[config.mk]
export PLATFORM = sky130hd
export DESIGN_NAME = ieds_ctrl
export DESIGN_NICKNAME = d
export VERILOG_FILES = /design/src/ieds_pkg.sv /design/src/ieds_ctrl.sv
export SDC_FILE = /design/constraint.sdc
export NUM_CORES = 1
export LEC_CHECK = 0
export ABC_AREA = 1
export BUFFER_PORTS_ARGS = -buffer_cell sky130_fd_sc_hd__buf_2
export CORE_AREA = 2 2 39 41
export CTS_BUF_LIST = sky130_fd_sc_hd__clkbuf_4 sky130_fd_sc_hd__clkbuf_8 sky130_fd_sc_hd__clkbuf_16
export DETAILED_ROUTE_END_ITERATION = 12
export DIE_AREA = 0 0 41 43
export GPL_ROUTABILITY_DRIVEN = 1
export PLACE_DENSITY = 0.66
export SYNTH_ARGS = -nofsm -noshare
export SYNTH_HDL_FRONTEND = slang
export SYNTH_SLANG_ARGS = --single-unit
[constraint.sdc]
create_clock -name clk -period 1.34 [get_ports clk]
set_input_delay 0.335 -clock clk [delete_from_list [all_inputs] [get_ports clk]]
set_output_delay 0.335 -clock clk [all_outputs]
set_load 0.1 [all_outputs]
[src/ieds_pkg.sv]
`default_nettype none

package ieds_pkg;

  // Default largest frame side in pixels.
  localparam int MAX_DIMENSION_DEF = 256;

  // Fixed field widths.
  localparam int COLOUR_W  = 24;
  localparam int LUMA_W    = 22;
  localparam int RATIO_W   = 17;
  localparam int CFG_W     = 9;
  localparam int CFG_IDX_W = 1;
  localparam int DIST_W    = 18;
  localparam int SQ_W      = 2 * LUMA_W;
  localparam int EDGE_SQ_W = SQ_W + 1;
  localparam int SLOPE_W   = LUMA_W + 3;
  localparam int NUM_RATIOS = 6;
  localparam int DIV_STEP_W = 5;

  // Colour distance classes and the luma edge threshold (42 squared, 1/10000 units).
  localparam logic [DIST_W-1:0]    FLAT_LIMIT    = 18'd16;
  localparam logic [DIST_W-1:0]    SOFT_LIMIT    = 18'd784;
  localparam logic [EDGE_SQ_W-1:0] EDGE_LIMIT_SQ = 45'd176400000000;
  localparam logic [RATIO_W-1:0]   ONE_Q16       = 17'h10000;
  localparam logic [CFG_W-1:0]     DIM_RESET     = 9'd256;

  // Luma weights in units of 1/10000.
  localparam logic [LUMA_W-1:0] LUMA_R = 22'd2126;
  localparam logic [LUMA_W-1:0] LUMA_G = 22'd7152;
  localparam logic [LUMA_W-1:0] LUMA_B = 22'd722;

  typedef enum logic [CFG_IDX_W-1:0] {
    CFG_FRAME_WIDTH  = 1'b0,
    CFG_FRAME_HEIGHT = 1'b1
  } cfg_index_t;

  typedef enum logic [2:0] {
    RATIO_FLAT,
    RATIO_SOFT,
    RATIO_STRONG,
    RATIO_DENSITY,
    RATIO_HORIZ,
    RATIO_VERT
  } ratio_sel_t;

  typedef enum logic [3:0] {
    ST_IDLE,
    ST_RD_RIGHT,
    ST_RD_LEFT,
    ST_PAIR_LEFT,
    ST_PAIR_UP,
    ST_SQ_DY,
    ST_EDGE,
    ST_DIV_LOAD,
    ST_DIV_RUN,
    ST_OUT
  } state_t;

  // Commands from the controller to the datapath.
  typedef struct packed {
    logic       load_pix;
    logic       rd_right;
    logic       rd_left;
    logic       cap_centre;
    logic       cap_right;
    logic       pair_left;
    logic       pair_up;
    logic       sq_dy;
    logic       edge_step;
    logic       div_start;
    ratio_sel_t div_sel;
    logic       clear_counts;
  } ctrl_cmd_t;

  // Status from the datapath to the controller.
  typedef struct packed {
    logic last_pixel;
    logic div_done;
  } ctrl_status_t;

  // Luma of a packed RGB pixel.
  function automatic logic [LUMA_W-1:0] luma_of(input logic [COLOUR_W-1:0] pix);
    luma_of = LUMA_W'(pix[23:16]) * LUMA_R + LUMA_W'(pix[15:8]) * LUMA_G +
              LUMA_W'(pix[7:0]) * LUMA_B;
  endfunction

  // Squared colour distance between two packed RGB pixels.
  function automatic logic [DIST_W-1:0] colour_dist(input logic [COLOUR_W-1:0] a,
                                                    input logic [COLOUR_W-1:0] b);
    logic [7:0] dr, dg, db;
    dr = (a[23:16] > b[23:16]) ? a[23:16] - b[23:16] : b[23:16] - a[23:16];
    dg = (a[15:8] > b[15:8]) ? a[15:8] - b[15:8] : b[15:8] - a[15:8];
    db = (a[7:0] > b[7:0]) ? a[7:0] - b[7:0] : b[7:0] - a[7:0];
    colour_dist = DIST_W'(dr) * DIST_W'(dr) + DIST_W'(dg) * DIST_W'(dg) +
                  DIST_W'(db) * DIST_W'(db);
  endfunction

endpackage

`default_nettype wire

[src/ieds_ctrl.sv]
`default_nettype none

module ieds_ctrl (
  input  wire logic                   clk,
  input  wire logic                   rst_n,
  input  wire logic                   in_valid,
  output logic                        in_stall,
  output logic                        out_valid,
  input  wire logic                   out_stall,
  input  wire ieds_pkg::ctrl_status_t status,
  output ieds_pkg::ctrl_cmd_t         cmd
);
  import ieds_pkg::*;

  state_t     state_r, state_nxt;
  ratio_sel_t sel_r, sel_nxt;

  always_ff @(posedge clk) begin
    if (!rst_n) begin
      state_r <= ST_IDLE;
      sel_r   <= RATIO_FLAT;
    end else begin
      state_r <= state_nxt;
      sel_r   <= sel_nxt;
    end
  end

  // Next state.
  always_comb begin
    state_nxt = state_r;
    sel_nxt   = sel_r;
    case (state_r)
      ST_IDLE:      if (in_valid) state_nxt = ST_RD_RIGHT;
      ST_RD_RIGHT:  state_nxt = ST_RD_LEFT;
      ST_RD_LEFT:   state_nxt = ST_PAIR_LEFT;
      ST_PAIR_LEFT: state_nxt = ST_PAIR_UP;
      ST_PAIR_UP:   state_nxt = ST_SQ_DY;
      ST_SQ_DY:     state_nxt = ST_EDGE;
      ST_EDGE: begin
        sel_nxt   = RATIO_FLAT;
        state_nxt = status.last_pixel ? ST_DIV_LOAD : ST_IDLE;
      end
      ST_DIV_LOAD:  state_nxt = ST_DIV_RUN;
      ST_DIV_RUN: begin
        if (status.div_done) begin
          if (sel_r == RATIO_VERT) begin
            state_nxt = ST_OUT;
          end else begin
            sel_nxt   = ratio_sel_t'(sel_r + 3'd1);
            state_nxt = ST_DIV_LOAD;
          end
        end
      end
      ST_OUT:       if (!out_stall) state_nxt = ST_IDLE;
      default:      state_nxt = ST_IDLE;
    endcase
  end

  // Outputs.
  always_comb begin
    cmd         = '0;
    cmd.div_sel = sel_r;
    in_stall    = 1'b1;
    out_valid   = 1'b0;
    case (state_r)
      ST_IDLE: begin
        in_stall     = 1'b0;
        cmd.load_pix = in_valid;
      end
      ST_RD_RIGHT: begin
        cmd.cap_centre = 1'b1;
        cmd.rd_right   = 1'b1;
      end
      ST_RD_LEFT: begin
        cmd.cap_right = 1'b1;
        cmd.rd_left   = 1'b1;
      end
      ST_PAIR_LEFT: cmd.pair_left = 1'b1;
      ST_PAIR_UP:   cmd.pair_up   = 1'b1;
      ST_SQ_DY:     cmd.sq_dy     = 1'b1;
      ST_EDGE:      cmd.edge_step = 1'b1;
      ST_DIV_LOAD:  cmd.div_start = 1'b1;
      ST_DIV_RUN:   ;
      ST_OUT: begin
        out_valid        = 1'b1;
        cmd.clear_counts = !out_stall;
      end
      default: ;
    endcase
  end

endmodule

`default_nettype wire

==> impl_metrics.tcl, run 1 <==
set metrics [dict create \
    outcome "complete, but fails checks" \
    failed_checks "setup timing" \
    max_cap_violations 0 \
    antenna_found_initial 0 \
    post_drt_wl_per_cell_um 16.7 \
    fin_ws_ns -0.363 \
    avgSynthCellArea_um2 5.94 \
    p_per_area_mw_per_mm2 957 \
    final_layout_size_suffix_gt1_share_pct 70.9 \
    clk_latency_ns 0.26 \
    initialDrtViolationCount 17 \
    antenna_cells 0 \
    track_usage_pct 23.8 \
    vias 774 \
    die_h_um 43 \
    cts-buffers-inserted 3 \
    grt_setup_unrepaired "yes" \
    dp_hpwl_um 1220 \
    synth_cells 88 \
    place_area_mm2 0.00105 \
    crit_path_max_fanout 4 \
    fin_cells 143 \
    clk_path_buf_depth 2 \
    seq_area_frac_synth_pct 26.8 \
    ys_ff_latch 7 \
    synthesis.nets 96 \
    cp-start-kind "flip-flop" \
    rows 14 \
    drv_slew 0 \
    grt_overflow 0 \
    coreArea_mm2 0.00138 \
    final_hold_viol_count 0 \
    max_slew_margin_pct 84.5 \
    synth_cell_types 17 \
    grt_pass1_vias 686 \
    post-route-min-period_ns 1.70 \
    tritoncts "built" \
    whs_ns 0.320 \
    seqCellArea_um2 166 \
    ioPinCount 22 \
    critPathKind "flip-flop to output pin" \
    multi_input_area_um2 474 \
    timing.final.crit_share_pct 127 \
    synth_warnings 0 \
    htreeDepth 1 \
    final_cell_area_mm2 0.00127 \
    worstMarginPinSlew_ns 0.232 \
    synthesis.area_um2 523 \
    place_inst 128 \
    setup_viol 17 \
    finalSetupTns_ns -3.47 \
    port_buffers 21 \
    grt_max_degree 7 \
    initial_core_util_pct 37.8 \
    arrival_ns 1.37 \
    drc 0 \
    final_nets 136 \
    grt_pass1_wl_um 2850 \
    ir_drop_v 0.000739 \
    die_area_mm2 0.00176 \
    hold_path_class "primary input to flip-flop" \
    routed_wl_um 2390 \
    gp_congestion 0.887 \
    cts-root-buf "clkbuf_4" \
    syn2layout_area_growth_pct 144 \
    p_leak_nw 0.524 \
    drt_first_pass_iters 4 \
    nFillCells 57 \
    cts_sinks 7 \
    path_clk_slew_ns 0.06 \
    fp.dieW_um 41 \
    cts_hold_buf 0 \
    fmax_ghz 0.587 \
    drtAntennaViolNets 0 \
    fin_skew_ns 0.00745 \
    avgViaCountPerCell 5.41 \
    critPathCaptureType "output pin" \
    cp.required_ns 1.00 \
]
[report_power, final]
| group | internal (mW) | switching, mW |
|---|---|---|
| Clock | 0.134 | 0.0868 |
| Sequential | 0.213 | 0.0273 |
| Combinational | 0.276 | 0.482 |
[flip-flops by register name, indices dropped and copies added, names as in the netlist]
signal	count
sel_r	3
state_r	4
[path summary, 6_finish.rpt]
| path | from | endpoint | slack (ns) | cells past startpoint |
|---|---|---|---|---|
| setup / recovery | state_r[0] | cmd[6] | -0.36 | 5 |
| hold / removal | rst_n | sel_r[1] | 0.32 | 3 |
| setup reg to reg | state_r[0] | state_r[1] | -0.08 | 10 |
| hold reg to reg | sel_r[2] | sel_r[2] | 0.55 | 2 |
[cells in the mapped netlist]
library cell,instances,area share [%]
a21oi_1,3,2.9
buf_4,2,2.9
clkinv_1,1,0.72
dfxtp_1,7,27
ha_1,2,4.8
inv_1,17,12
inv_2,1,0.72
nand2_1,15,11
nand2_2,2,2.4
nand3_1,8,7.7
nand3_2,1,1.9
nor2_1,17,12
nor2_2,6,7.2
nor3_1,1,0.96
o211ai_1,1,1.4
o21ai_0,3,2.9
xnor2_1,1,1.7
[per-layer routing]
layer / share of wire (%) / vias to the layer above / wire (µm) / track usage, %
met5: 0 / - / 0 / 0
met4: 3.9 / 0 / 93 / 11.3
met3: 6.8 / 16 / 163 / 3.66
met2: 53 / 44 / 1250 / 38.8
met1: 37 / 365 / 874 / 28.7
li1: - / 349 / - / -
[timing repair]
item / in CTS / in global routing
resized for setup: 7 / 22
setup endpoints to repair: 15 / 19
buffers inserted: 5 / 7
pin swaps: 9 / 3
[per-stage QoR]
| step | total power, mW | util [%] | setup slack [ns] |
|---|---|---|---|
| 2_1_floorplan | 0.692 | - | -0.386 |
| 6_report | 1.22 | 92.1 | -0.363 |
| 3_3_place_gp | 0.861 | 75.7 | -0.00383 |
| 4_1_cts | 1.12 | 82.5 | -0.244 |
| 5_1_grt | 1.26 | 92.1 | -0.391 |
| 3_5_place_dp | 0.868 | 75.7 | -0.0384 |
[critical path, stage by stage (launching register included)]
cell and delay [ns]:
dfxtp_4 0.39, inv_4 0.06, nor2_4 0.18, nand2_1 0.17
clkinvlp_4 0.13, buf_12 0.17
[kinds of logic after synthesis]
kind of cell               share of synthesized area [%]
and+or+nand+nor                                     43.1
buffers and inverters                               16.5
AOI/OAI and AO/OA                                   7.18
DFF                                                 26.8
adders and majority gates                           4.78
xor gates and xnor gates                            1.67
[final cells by class]
| class | count | share of cell area, % |
|---|---|---|
| timing repair buffer | 37 | 38.4 |
| multi-input combinational | 60 | 37.2 |
| inverter | 19 | 7.46 |
| clock buffer | 4 | 2.36 |
| sequential | 7 | 13.1 |
| tap | 16 | 1.57 |
[cells in the final DEF, fill, tap and decap left out, drive strengths merged]
cell and n:
nor3 1, ha 2, clkinvlp 5, nand2 17, nor2 23, inv 14
buf 37, clkbuf 4, nand3 9, o21ai 3, a21oi 3, xnor2 1
o211ai 1, dfxtp 7
(Power assumes the default switching activity.)
==> run 2: changes to the inputs <==
- ABC_AREA: 1 -> default
==> impl_metrics.tcl, run 2 <==
set metrics [dict create \
    outcome "stopped before the end" \
    haltStage "5_1_grt" \
    stop_error "[ERROR DPL-0038] Utilization greater than 100%, impossible to legalize" \
    synthesis.area_um2 531 \
    avgSynthCellArea_um2 7.58 \
    ioPinCount 22 \
    fp.dieW_um 41 \
    synthTopCellsByCount "dfxtp_1 (7), nand2_1 (7), nor2_1 (7)" \
    grt-worst-endpoint "sel_r[2]$_SDFFE_PN0P_/D" \
    async_reset_ff_share_pct 0 \
    clk_path_buf_depth 2 \
    synth_area_leaders "dfxtp_1 (26%), and3_1 (7.1%), nand2_1 (5.0%)" \
    initial_core_util_pct 38.3 \
    synth_cells 70 \
    cts_sinks 7 \
    cts_hold_buf 0 \
    synth_warnings 0 \
    worst_path_end_type "sequential cell input" \
    synth_ff_type "dfxtp_1" \
    grt_max_degree 9 \
    cts-buffers-inserted 3 \
    gp_congestion 0.806 \
    seq_area_frac_synth_pct 26.4 \
    ys_ff_latch 7 \
    synth_top_area_cell "dfxtp_1" \
    synth_cell_types 29 \
    dp_hpwl_um 1280 \
    synth-edff-count 0 \
    port_buffers 21 \
    die_h_um 43 \
    synthesis.nets 78 \
    cts-root-buf "clkbuf_4" \
    synth_top_cell_area_share_pct 26.4 \
    rows 14 \
    htreeDepth 1 \
]
==> run 2: cell types whose count changed after synthesis, sizes merged, moves of 3 or more <==
cell and change:
buf +3, and3 +6, nand2 -10, nand3 -6
nand2b +3, nor2 -16, inv -14
==> run 2: stage by stage <==
| step | setup WS, ns | hold slack [ns] | instances | cell area, µm² | TNS, ns |
|---|---|---|---|---|---|
| floorplan | -0.738 | 0.452 | 70 | 697 | -5.56 |
| global placement | -0.0729 | 0.559 | 110 | 1040 | -0.510 |
| detailed placement | -0.113 | 0.598 | 110 | 1040 | -0.950 |
| CTS | -0.296 | 0.348 | 131 | 1290 | -4.10 |
==> run 2: timing repair <==
item | in CTS
pin swaps | 12
setup endpoints to repair | 19
gates resized for setup | 23
gates cloned | 0
setup buffers | 17
==> run 2: logic make-up after synthesis <==
| kind of cell | Yosys count | share of synthesized area, % |
|---|---|---|
| muxes | 1 | 1.89 |
| DFF | 7 | 26.4 |
| AOI/OAI and AO/OA | 13 | 16.3 |
| buffers and inverters | 10 | 9.67 |
| xor gates and xnor gates | 2 | 3.30 |
| and+or+nand+nor | 35 | 37.7 |
| adders and majority gates | 2 | 4.72 |
==> run 3: changes to the inputs <==
- CORE_AREA: 2 2 39 41 -> 2 2 63 65
- CTS_BUF_LIST: sky130_fd_sc_hd__clkbuf_4 sky130_fd_sc_hd__clkbuf_8 sky130_fd_sc_hd__clkbuf_16 -> default
- DIE_AREA: 0 0 41 43 -> 0 0 65 67
- PLACE_DENSITY: 0.66 -> default
- PLACE_DENSITY_LB_ADDON: default -> 0.15
==> impl_metrics.tcl, run 3 <==
set metrics [dict create \
    synth-edff-count 0 \
    grt_max_degree 9 \
    die_h_um 67 \
    htreeDepth 1 \
    routed_wl_um 1820 \
    critPathKind "flip-flop to output pin" \
    max_cap_violations 0 \
    worstMarginPinSlew_ns 0.346 \
    mostFrequentLayoutCells "buf_4 (18), buf_12 (16), dfxtp_4 (6), buf_2 (5)" \
    ir_drop_v 0.000321 \
    cts-buffers-inserted 3 \
    synth_cells 70 \
    avgSynthCellArea_um2 7.58 \
    seq_area_frac_synth_pct 26.4 \
    drc 0 \
    cp.required_ns 1.00 \
    largest_register_ffs 4 \
    hold_path_class "primary input to flip-flop" \
    drtAntennaViolNets 0 \
    fin_ws_ns -0.247 \
    async_reset_ff_share_pct 0 \
    rows 22 \
    final_cell_area_mm2 0.00129 \
    clk_latency_ns 0.23 \
    top_register "state_r" \
    clk_path_buf_depth 2 \
    synth_cell_types 29 \
    crit_path_max_fanout 7 \
    final_common_cell "buf_4" \
    max_slew_margin_pct 76.7 \
    syn2layout_area_growth_pct 144 \
    drv_slew 0 \
    ioPinCount 22 \
    antenna_cells 0 \
    synthesis.area_um2 531 \
    final_hold_viol_count 0 \
    nFillCells 366 \
    path_clk_slew_ns 0.04 \
    top_regs "state_r: 4 flops, sel_r: 3 flops" \
    cpMaxStageDelayCell "dfxtp_4" \
    fin_skew_ns 0.00269 \
    arrival_ns 1.25 \
    max_stage_delay_ns 0.37 \
    setup_viol 20 \
    post_drt_wl_per_cell_um 11.5 \
    grt_overflow 0 \
    final_layout_size_suffix_gt1_share_pct 70.9 \
    cts_sinks 7 \
    gp_congestion 0.748 \
    failed_checks "setup timing" \
    cp-start-kind "flip-flop" \
    fmax_ghz 0.630 \
    synth_area_leaders "dfxtp_1 (26%), and3_1 (7.1%), nand2_1 (5.0%)" \
    cts-root-buf "clkbuf_8" \
    tritoncts "built" \
    drt_first_pass_iters 4 \
    crit_chain "nor2_4 -> and3_4 -> nor2b_4 -> buf_12" \
    antenna_found_initial 0 \
    initial_core_util_pct 14.7 \
    synthTopCellsByCount "dfxtp_1 (7), nand2_1 (7), nor2_1 (7)" \
    critPathCaptureType "output pin" \
    grt_setup_unrepaired "yes" \
    vias 645 \
    avgViaCountPerCell 4.08 \
    dp_hpwl_um 1330 \
    synth_top_area_cell "dfxtp_1" \
    place_area_mm2 0.00110 \
    die_area_mm2 0.00436 \
    fp.dieW_um 65 \
    grt_pass1_wl_um 2770 \
    synth_top_cell_area_share_pct 26.4 \
    post-route-min-period_ns 1.59 \
    ys_ff_latch 7 \
    synthesis.nets 78 \
    place_ws_ns -0.0800 \
    p_per_area_mw_per_mm2 807 \
    synth_warnings 0 \
    track_usage_pct 8.49 \
    synth_ff_type "dfxtp_1" \
    coreArea_mm2 0.00361 \
    grt_pass1_vias 619 \
    p_leak_nw 0.489 \
    port_buffers 21 \
    initialDrtViolationCount 11 \
    final_nets 119 \
    timing.final.crit_share_pct 118 \
    outcome "complete, but fails checks" \
]
-- run 3: cell counts after synthesis --
Identical to the previous run, type by type.
-- run 3: stage by stage --
step	instances	hold slack, ns	setup TNS, ns	utilization, %	power [mW]
final	158	0.391	-3.19	35.9	1.04
after CTS	155	0.379	-3.48	33.9	1.04
after global routing	158	0.398	-4.19	35.9	1.09
after detailed placement	145	0.571	-0.553	30.6	0.706
after floorplan	70	0.452	-5.56	-	0.573
after global placement	145	0.544	-0.539	30.6	0.705
-- run 3: layer usage --
metal	wire length [µm]	vias to the layer above	GRT usage (%)
met2	999	15	14.4
met3	74	0	3.38
met4	0	0	3.19
met1	741	305	9.53
li1	-	325	-
met5	0	-	0
-- run 3: cell type report --
cell class / instances / area [µm²] / share of cell area (%)
Multi-Input combinational cell: 53 / 492 / 38.0
Clock buffer: 4 / 45.0 / 3.48
Timing Repair Buffer: 42 / 514 / 39.7
Tap cell: 48 / 60.1 / 4.64
Inverter: 4 / 18.8 / 1.45
Sequential cell: 7 / 164 / 12.7
-- run 3: what timing repair did --
item / in CTS / in global routing
setup buffers: 6 / 3
endpoints found under the setup margin: 18 / 20
cloned: 0 / 0
pin swaps: 6 / 12
gates resized for setup: 8 / 12
hold buffers: 0 / 0
-- run 3: final timing paths --
path / from / cells after the start / endpoint / slack [ns]
setup / recovery: state_r[2] / 4 / cmd[0] / -0.25
hold / removal: rst_n / 2 / sel_r[1] / 0.39
setup reg to reg: state_r[2] / 6 / state_r[0] / -0.16
hold reg to reg: state_r[3] / 2 / state_r[3] / 0.56
-- run 3: power by group --
| part | internal (mW) | leakage, nW | switching, mW | total [mW] |
|---|---|---|---|---|
| Combinational | 0.205 | 0.404 | 0.307 | 0.513 |
| Clock | 0.206 | 0.0228 | 0.0933 | 0.299 |
| Sequential | 0.211 | 0.0618 | 0.0217 | 0.233 |
-- run 3: cell families (layout without fill, tap and decap cells) --
group,Yosys count,after routing,synth area share [%]
buffers and inverters,10,50,9.67
adders and majority gates,2,2,4.72
xor gates and xnor gates,2,2,3.30
AOI/OAI and AO/OA,13,13,16.3
and+or+nand+nor,35,35,37.7
DFF,7,7,26.4
muxes,1,1,1.89
-- run 3: critical path, delay by kind of cell, from the launching register on --
kind,cells,cell delay [ns]
flops,1,0.37
simple gates,3,0.47
buf+inv,1,0.18
